### src/rtl/gji_pkg.sv
// shared types, constants and command/status structs for the gauss-jordan inverter
// depends on nothing; imported by every rtl module of the block
package gji_pkg;

  localparam int MAX_SIZE  = 8;
  localparam int FRAC_BITS = 16;
  localparam int DATA_W    = 32;
  localparam int IDX_W     = $clog2(MAX_SIZE);
  localparam int CNT_W     = IDX_W + 1;
  localparam int CELL_W    = 2 * IDX_W;
  localparam int ADDR_W    = CELL_W + 1;
  localparam int SIZE_W    = 4;
  localparam int LIMIT_W   = 31;
  localparam int PADDR_W   = 3;

  localparam logic [DATA_W-1:0] FX_ONE = DATA_W'(1) << FRAC_BITS;

  // register indexes (byte address / 4)
  localparam logic REG_SIZE  = 1'b0;
  localparam logic REG_LIMIT = 1'b1;

  typedef enum logic [3:0] {
    OP_NONE, OP_LOAD, OP_INIT, OP_PICK, OP_DIVGO, OP_WRQ,
    OP_LDF, OP_MUL, OP_WRE, OP_OUT, OP_SING
  } dp_op_t;

  // where the row half of the port-a address comes from
  typedef enum logic [1:0] {
    RS_CTR, RS_PIV, RS_OUT
  } row_sel_t;

  typedef struct packed {
    dp_op_t           op;
    row_sel_t         rsel;
    logic             mat;
    logic [IDX_W-1:0] row;
    logic [IDX_W-1:0] col;
    logic [IDX_W-1:0] pcol;
    logic             clr;
    logic             last;
  } dp_cmd_t;

  typedef struct packed {
    logic             cand_ok;
    logic             div_done;
    logic             out_free;
    logic [IDX_W-1:0] prow;
  } dp_stat_t;

endpackage

### src/rtl/gji_ctrl.sv
// controller: sequences load, identity setup, pivot search, scaling, elimination and output
// depends on gji_pkg
module gji_ctrl (
  input  logic                      clk,
  input  logic                      rst_n,
  input  logic [gji_pkg::CNT_W-1:0] n_use,
  input  logic                      in_tvalid,
  input  logic                      in_tlast,
  output logic                      in_tready,
  input  gji_pkg::dp_stat_t         stat,
  output gji_pkg::dp_cmd_t          cmd
);
  import gji_pkg::*;

  typedef enum logic [15:0] {
    S_IDLE = 16'h0001, S_INIT = 16'h0002, S_SRD  = 16'h0004, S_SCHK = 16'h0008,
    S_PRD  = 16'h0010, S_PST  = 16'h0020, S_PDIV = 16'h0040, S_PWR  = 16'h0080,
    S_RSEL = 16'h0100, S_FRD  = 16'h0200, S_FLD  = 16'h0400, S_ERD  = 16'h0800,
    S_EMUL = 16'h1000, S_EWR  = 16'h2000, S_ORD  = 16'h4000, S_OLD  = 16'h8000
  } state_t;

  state_t           st_r, st_nxt;
  logic [CNT_W-1:0] row_r, row_nxt;
  logic [CNT_W-1:0] k_r, k_nxt;
  logic [IDX_W-1:0] col_r, col_nxt;
  logic             m_r, m_nxt;
  logic             sing_r, sing_nxt;
  logic [CNT_W-1:0] nm1;
  logic             row_end, k_end, col_end;

  assign nm1     = n_use - 1'b1;
  assign row_end = row_r == nm1;
  assign k_end   = k_r == nm1;
  assign col_end = CNT_W'(col_r) == nm1;

  always_comb begin
    st_nxt    = st_r;
    row_nxt   = row_r;
    k_nxt     = k_r;
    col_nxt   = col_r;
    m_nxt     = m_r;
    sing_nxt  = sing_r;
    in_tready = 1'b0;
    cmd.op    = OP_NONE;
    cmd.rsel  = RS_CTR;
    cmd.mat   = m_r;
    cmd.row   = row_r[IDX_W-1:0];
    cmd.col   = k_r[IDX_W-1:0];
    cmd.pcol  = col_r;
    cmd.clr   = in_tlast;
    cmd.last  = row_end && k_end;
    case (st_r)
      // take elements until the marked one
      S_IDLE: begin
        in_tready = !sing_r;
        if (sing_r) begin
          if (stat.out_free) begin
            cmd.op   = OP_SING;
            sing_nxt = 1'b0;
          end
        end else if (in_tvalid) begin
          cmd.op = OP_LOAD;
          if (in_tlast) begin
            row_nxt = '0;
            k_nxt   = '0;
            st_nxt  = S_INIT;
          end
        end
      end
      // inverse half set to identity
      S_INIT: begin
        cmd.mat = 1'b1;
        cmd.op  = OP_INIT;
        if (k_end) begin
          k_nxt = '0;
          if (row_end) begin
            row_nxt = '0;
            col_nxt = '0;
            m_nxt   = 1'b0;
            st_nxt  = S_SRD;
          end else begin
            row_nxt = row_r + 1'b1;
          end
        end else begin
          k_nxt = k_r + 1'b1;
        end
      end
      // pivot search down the current column
      S_SRD: begin
        cmd.mat = 1'b0;
        cmd.col = col_r;
        st_nxt  = S_SCHK;
      end
      S_SCHK: begin
        cmd.mat = 1'b0;
        cmd.col = col_r;
        if (stat.cand_ok) begin
          cmd.op = OP_PICK;
          k_nxt  = '0;
          m_nxt  = 1'b0;
          st_nxt = S_PRD;
        end else if (row_end) begin
          sing_nxt = 1'b1;
          st_nxt   = S_IDLE;
        end else begin
          row_nxt = row_r + 1'b1;
          st_nxt  = S_SRD;
        end
      end
      // pivot row scaling, both halves
      S_PRD: begin
        cmd.rsel = RS_PIV;
        st_nxt   = S_PST;
      end
      S_PST: begin
        cmd.rsel = RS_PIV;
        cmd.op   = OP_DIVGO;
        st_nxt   = S_PDIV;
      end
      S_PDIV: begin
        cmd.rsel = RS_PIV;
        if (stat.div_done) begin
          st_nxt = S_PWR;
        end
      end
      S_PWR: begin
        cmd.rsel = RS_PIV;
        cmd.op   = OP_WRQ;
        st_nxt   = S_PRD;
        if (k_end) begin
          k_nxt = '0;
          if (m_r) begin
            m_nxt   = 1'b0;
            row_nxt = '0;
            st_nxt  = S_RSEL;
          end else begin
            m_nxt = 1'b1;
          end
        end else begin
          k_nxt = k_r + 1'b1;
        end
      end
      // next row to reduce, skipping the pivot row
      S_RSEL: begin
        if (row_r == n_use) begin
          row_nxt = '0;
          k_nxt   = '0;
          if (col_end) begin
            st_nxt = S_ORD;
          end else begin
            col_nxt = col_r + 1'b1;
            st_nxt  = S_SRD;
          end
        end else if (row_r[IDX_W-1:0] == stat.prow) begin
          row_nxt = row_r + 1'b1;
        end else begin
          st_nxt = S_FRD;
        end
      end
      // fetch the row factor
      S_FRD: begin
        cmd.mat = 1'b0;
        cmd.col = col_r;
        st_nxt  = S_FLD;
      end
      S_FLD: begin
        cmd.op = OP_LDF;
        k_nxt  = '0;
        m_nxt  = 1'b0;
        st_nxt = S_ERD;
      end
      // row reduction: read, multiply and write states for each element in turn
      S_ERD: begin
        st_nxt = S_EMUL;
      end
      S_EMUL: begin
        cmd.op = OP_MUL;
        st_nxt = S_EWR;
      end
      S_EWR: begin
        cmd.op = OP_WRE;
        st_nxt = S_ERD;
        if (k_end) begin
          k_nxt = '0;
          if (m_r) begin
            m_nxt   = 1'b0;
            row_nxt = row_r + 1'b1;
            st_nxt  = S_RSEL;
          end else begin
            m_nxt = 1'b1;
          end
        end else begin
          k_nxt = k_r + 1'b1;
        end
      end
      // emit the inverse in column pivot order
      S_ORD: begin
        cmd.mat  = 1'b1;
        cmd.rsel = RS_OUT;
        st_nxt   = S_OLD;
      end
      S_OLD: begin
        cmd.mat  = 1'b1;
        cmd.rsel = RS_OUT;
        if (stat.out_free) begin
          cmd.op = OP_OUT;
          st_nxt = S_ORD;
          if (k_end) begin
            k_nxt = '0;
            if (row_end) begin
              st_nxt = S_IDLE;
            end else begin
              row_nxt = row_r + 1'b1;
            end
          end else begin
            k_nxt = k_r + 1'b1;
          end
        end
      end
      default: st_nxt = S_IDLE;
    endcase
  end

  always_ff @(posedge clk) begin
    if (!rst_n) begin
      st_r   <= S_IDLE;
      row_r  <= '0;
      k_r    <= '0;
      col_r  <= '0;
      m_r    <= 1'b0;
      sing_r <= 1'b0;
    end else begin
      st_r   <= st_nxt;
      row_r  <= row_nxt;
      k_r    <= k_nxt;
      col_r  <= col_nxt;
      m_r    <= m_nxt;
      sing_r <= sing_nxt;
    end
  end

endmodule

### config.mk
export PLATFORM = sky130hd
export DESIGN_NAME = gji_ctrl
export DESIGN_NICKNAME = d
export VERILOG_FILES = /design/src/rtl/gji_pkg.sv /design/src/rtl/gji_ctrl.sv
export SDC_FILE = /design/constraint.sdc
export NUM_CORES = 1
export LEC_CHECK = 0
export ABC_CLOCK_PERIOD_IN_PS = 3750
export BUFFER_PORTS_ARGS = -buffer_cell sky130_fd_sc_hd__buf_2
export CORE_UTILIZATION = 55
export CTS_CLUSTER_DIAMETER = 150
export DETAILED_ROUTE_END_ITERATION = 7
export GPL_TIMING_DRIVEN = 0
export PLACE_DENSITY = 0.77
export SLEW_MARGIN = 20
export SYNTH_ARGS = -nofsm -noshare
export SYNTH_HDL_FRONTEND = slang
export SYNTH_SLANG_ARGS = --single-unit
### constraint.sdc
create_clock -name clk -period 3.75 [get_ports clk]
set_input_delay 0.9375 -clock clk [delete_from_list [all_inputs] [get_ports clk]]
set_output_delay 0.9375 -clock clk [all_outputs]
set_load 0.02 [all_outputs]
==> flow_metrics.tcl <==
set metrics [dict create \
    area_growth_syn_to_layout_pct 14.15 \
    gr-usage-met2 0.4571 \
    setup_tns_ps 0 \
    hold_class "reg -> reg" \
    dieArea_um2 4709 \
    syn-cell-area_um2 2441 \
    seq_power_share 0.327 \
    design_area_um2 2786 \
    synth_common_cells "dfxtp_1 (29), nand2_1 (20), nor2_1 (17)" \
    max_clock_freq_mhz 279.7 \
    path_max_fanout 10 \
    drt_first_iter_violations 247 \
    path_delay_family "buffers and inverters" \
    p_int_uw 626.5 \
    grtUsageTotal 0.3144 \
    pin_count 33 \
    drcViolationCount 0 \
    p_leak_uw 0.001169 \
    dpl.hpwl_um 5052 \
    ys_ff_latch 29 \
    cpMaxStageDelayCell "nor4_2" \
    hold_viol_final 0 \
    worstSetupPathType "reg -> out" \
    report.final.slew_viol_count 0 \
    antenna_left 0 \
    synthMuxAreaShare 0.01794 \
    layout.nets 353 \
    use_met3 0.06743 \
    synth_enable_flop_cells 0 \
    overflow 0 \
    synthSimpleGateAreaFrac 0.3690 \
    grt_max_degree 11 \
    placed_area_um2 2654 \
    synth_area_leaders "dfxtp_1 (24%), xor2_1 (5.4%), nand4_1 (3.3%)" \
    instances_no_fill 386 \
    antenna_found_initial 0 \
    path_common_cell "buf_2" \
    fin_crit_ps 3576 \
    ys_seq_area_frac 0.2378 \
    synthAdderAreaFrac 0.02050 \
    gr-usage-met1 0.4543 \
    gr-max-usage-layer "met2" \
    yosys.area.top_type "dfxtp_1" \
    cts_tree "yes" \
    rsz0062_at_grt "false" \
    gp_congestion 0.9083 \
    cts.root.buffer_cell "clkbuf_8" \
    htreeDepth 2 \
    startpoint_type "flip-flop" \
    crit_chain "clkbuf_1 > nor4_2 > buf_2 > nand4_1 > o32ai_4 > mux2_2 > buf_2" \
    p_sw_frac 0.3848 \
    vdd_ir_drop_max_v 0.0002007 \
    avgSynthCellArea_um2 8.164 \
    async_flop_share 0 \
    die_w_um 68.62 \
    dr.pass1.iters 5 \
    clock_power_share 0.293 \
    power_density_nw_per_um2 365.5 \
    maxCapViolCount 0 \
    vias 2569 \
    routed_wl_um 6897 \
    required_ps 2810 \
    grt_pass1_vias 2180 \
    numPortBuffers 30 \
    synth_cells 299 \
    start_util 0.5891 \
    synth.net_count 317 \
    switchingPower_uw 391.8 \
    grt_pass1_wl_um 10830 \
    setup_violations 0 \
    ys.flop_type "dfxtp_1" \
    synth_top_family_by_area "simple AND/OR/NAND/NOR gates" \
    synthXorXnorAreaFrac 0.09739 \
    synth.most_common_cell "dfxtp_1" \
    max_stage_delay_ps 430 \
    clockBufferDepth 2 \
    layout-drive-gt1-share 0.2083 \
    arrival_ps 2640 \
    viasPerCell 6.655 \
    fp-row-count 23 \
    ys_types 60 \
    crit_path_end_kind "output port" \
    ys_warn_count 0 \
    synth_compound_area_frac 0.1973 \
    worst_slew_pin_slew_ps 774.0 \
    clock_latency_ps 290 \
    cts_buffers 5 \
    diodes 0 \
    whs_ps 539.3 \
    slew_headroom 0.4809 \
    die_h_um 68.62 \
    critical_path_buf_inv_count 3 \
    cts.clk_slew.worst_paths_ps 80 \
    finClkSkew_ps 10.63 \
    pwr-share-comb 0.380 \
    post-route-period-util 0.9535 \
    post-place-cells 379 \
    wl_per_cell_um 17.87 \
    nFillCells 376 \
    yosysTopAreaCellShare 0.2378 \
    status "finished, final reports clean" \
    coreArea_um2 4144 \
    cts_sinks 29 \
    postCtsSetupBuffers 0 \
]
==> area by class of cell <==
cell class	instances	area, µm²	share of cell area
tap	50	62.56	0.02245
clock inverter	1	5.005	0.001796
timing repair buffer	30	150.1	0.05388
clock buffer	7	96.34	0.03458
inverter	7	26.28	0.009430
buffer	21	116.4	0.04176
sequential	29	580.6	0.2084
multi-input combinational	241	1749	0.6278
==> state kept, by name (all words and copies together) (netlist names) <==
signal / flops
col_r: 3
st_r: 16
k_r: 4
row_r: 4
sing_r: 1
m_r: 1
==> power groups by stage <==
| stage | Combinational (µW) | Clock (µW) | Sequential, µW |
|---|---|---|---|
| final | 387 | 298 | 333 |
| after global routing | 417 | 312 | 334 |
| after CTS | 372 | 299 | 330 |
| after detailed placement | 368 | 0 | 337 |
| after global placement | 366 | 0 | 336 |
| after floorplan | 279 | 0 | 333 |
==> per-layer routing <==
| layer | part of all wire | vias to the layer above |
|---|---|---|
| li1 | - | 1221 |
| met1 | 0.47 | 1203 |
| met2 | 0.43 | 129 |
| met3 | 0.073 | 16 |
| met4 | 0.020 | 0 |
| met5 | 0 | - |
==> metrics by stage <==
step	setup WS, ps	utilization	total power, µW
after floorplan	266.3	-	612.8
after detailed placement	-78.34	0.6404	705.4
after global placement	-48.23	0.6404	701.3
after global routing	23.80	0.6724	1063
final	174.4	0.6724	1018
after CTS	49.02	0.6682	1002
==> worst reg2reg max path: stages, from the launching register on <==
cell      delay (ps)
dfxtp_1          400
nor4_1           450
clkbuf_1         380
nand4_1          390
a21oi_1          640
nand4b_1         390
nor3_1           120
==> final timing paths <==
path,startpoint,end,slack [ps],cells after the start
max reg2reg,st_r[8],st_r[2],850,6
min reg2reg,row_r[3],row_r[3],540,2
max,st_r[13],cmd[5],170,7
min,row_r[3],row_r[3],540,2
==> cell families (layout without fill, tap and decap cells) <==
family / Yosys count / count (layout)
flops: 29 / 29
simple gates: 143 / 143
compound gates: 66 / 66
buf+inv: 29 / 66
fa+ha+maj: 4 / 4
xor+xnor: 24 / 24
mux: 4 / 4
==> what timing repair did <==
item                       CTS  global route
setup endpoints to repair    4             4
hold buffers                 0             0
gates resized for setup      2             4
==> placed cells by master (no fill, tap or decap), types with 5 or more instances in the layout <==
master    netlist  layout
a21boi_0        8       8
a21oi_1         9       9
buf_2           6      36
clkbuf_1       10       9
clkbuf_8        0       7
dfxtp_1        29      29
inv_1           7       7
nand2_1        20      20
nand3_1         9       9
nand4_1        13      13
nand4b_1        5       5
nor2_1         17      17
nor2b_1         6       6
nor3_1         16      16
nor4_1         11       9
nor4_2          4       5
nor4b_1         6       6
o21ai_0         9       9
o31ai_1         5       5
or3_1           5       5
xnor2_1         7       7
xor2_1         15      15
Note: power is estimated with default switching activity, not from simulation.
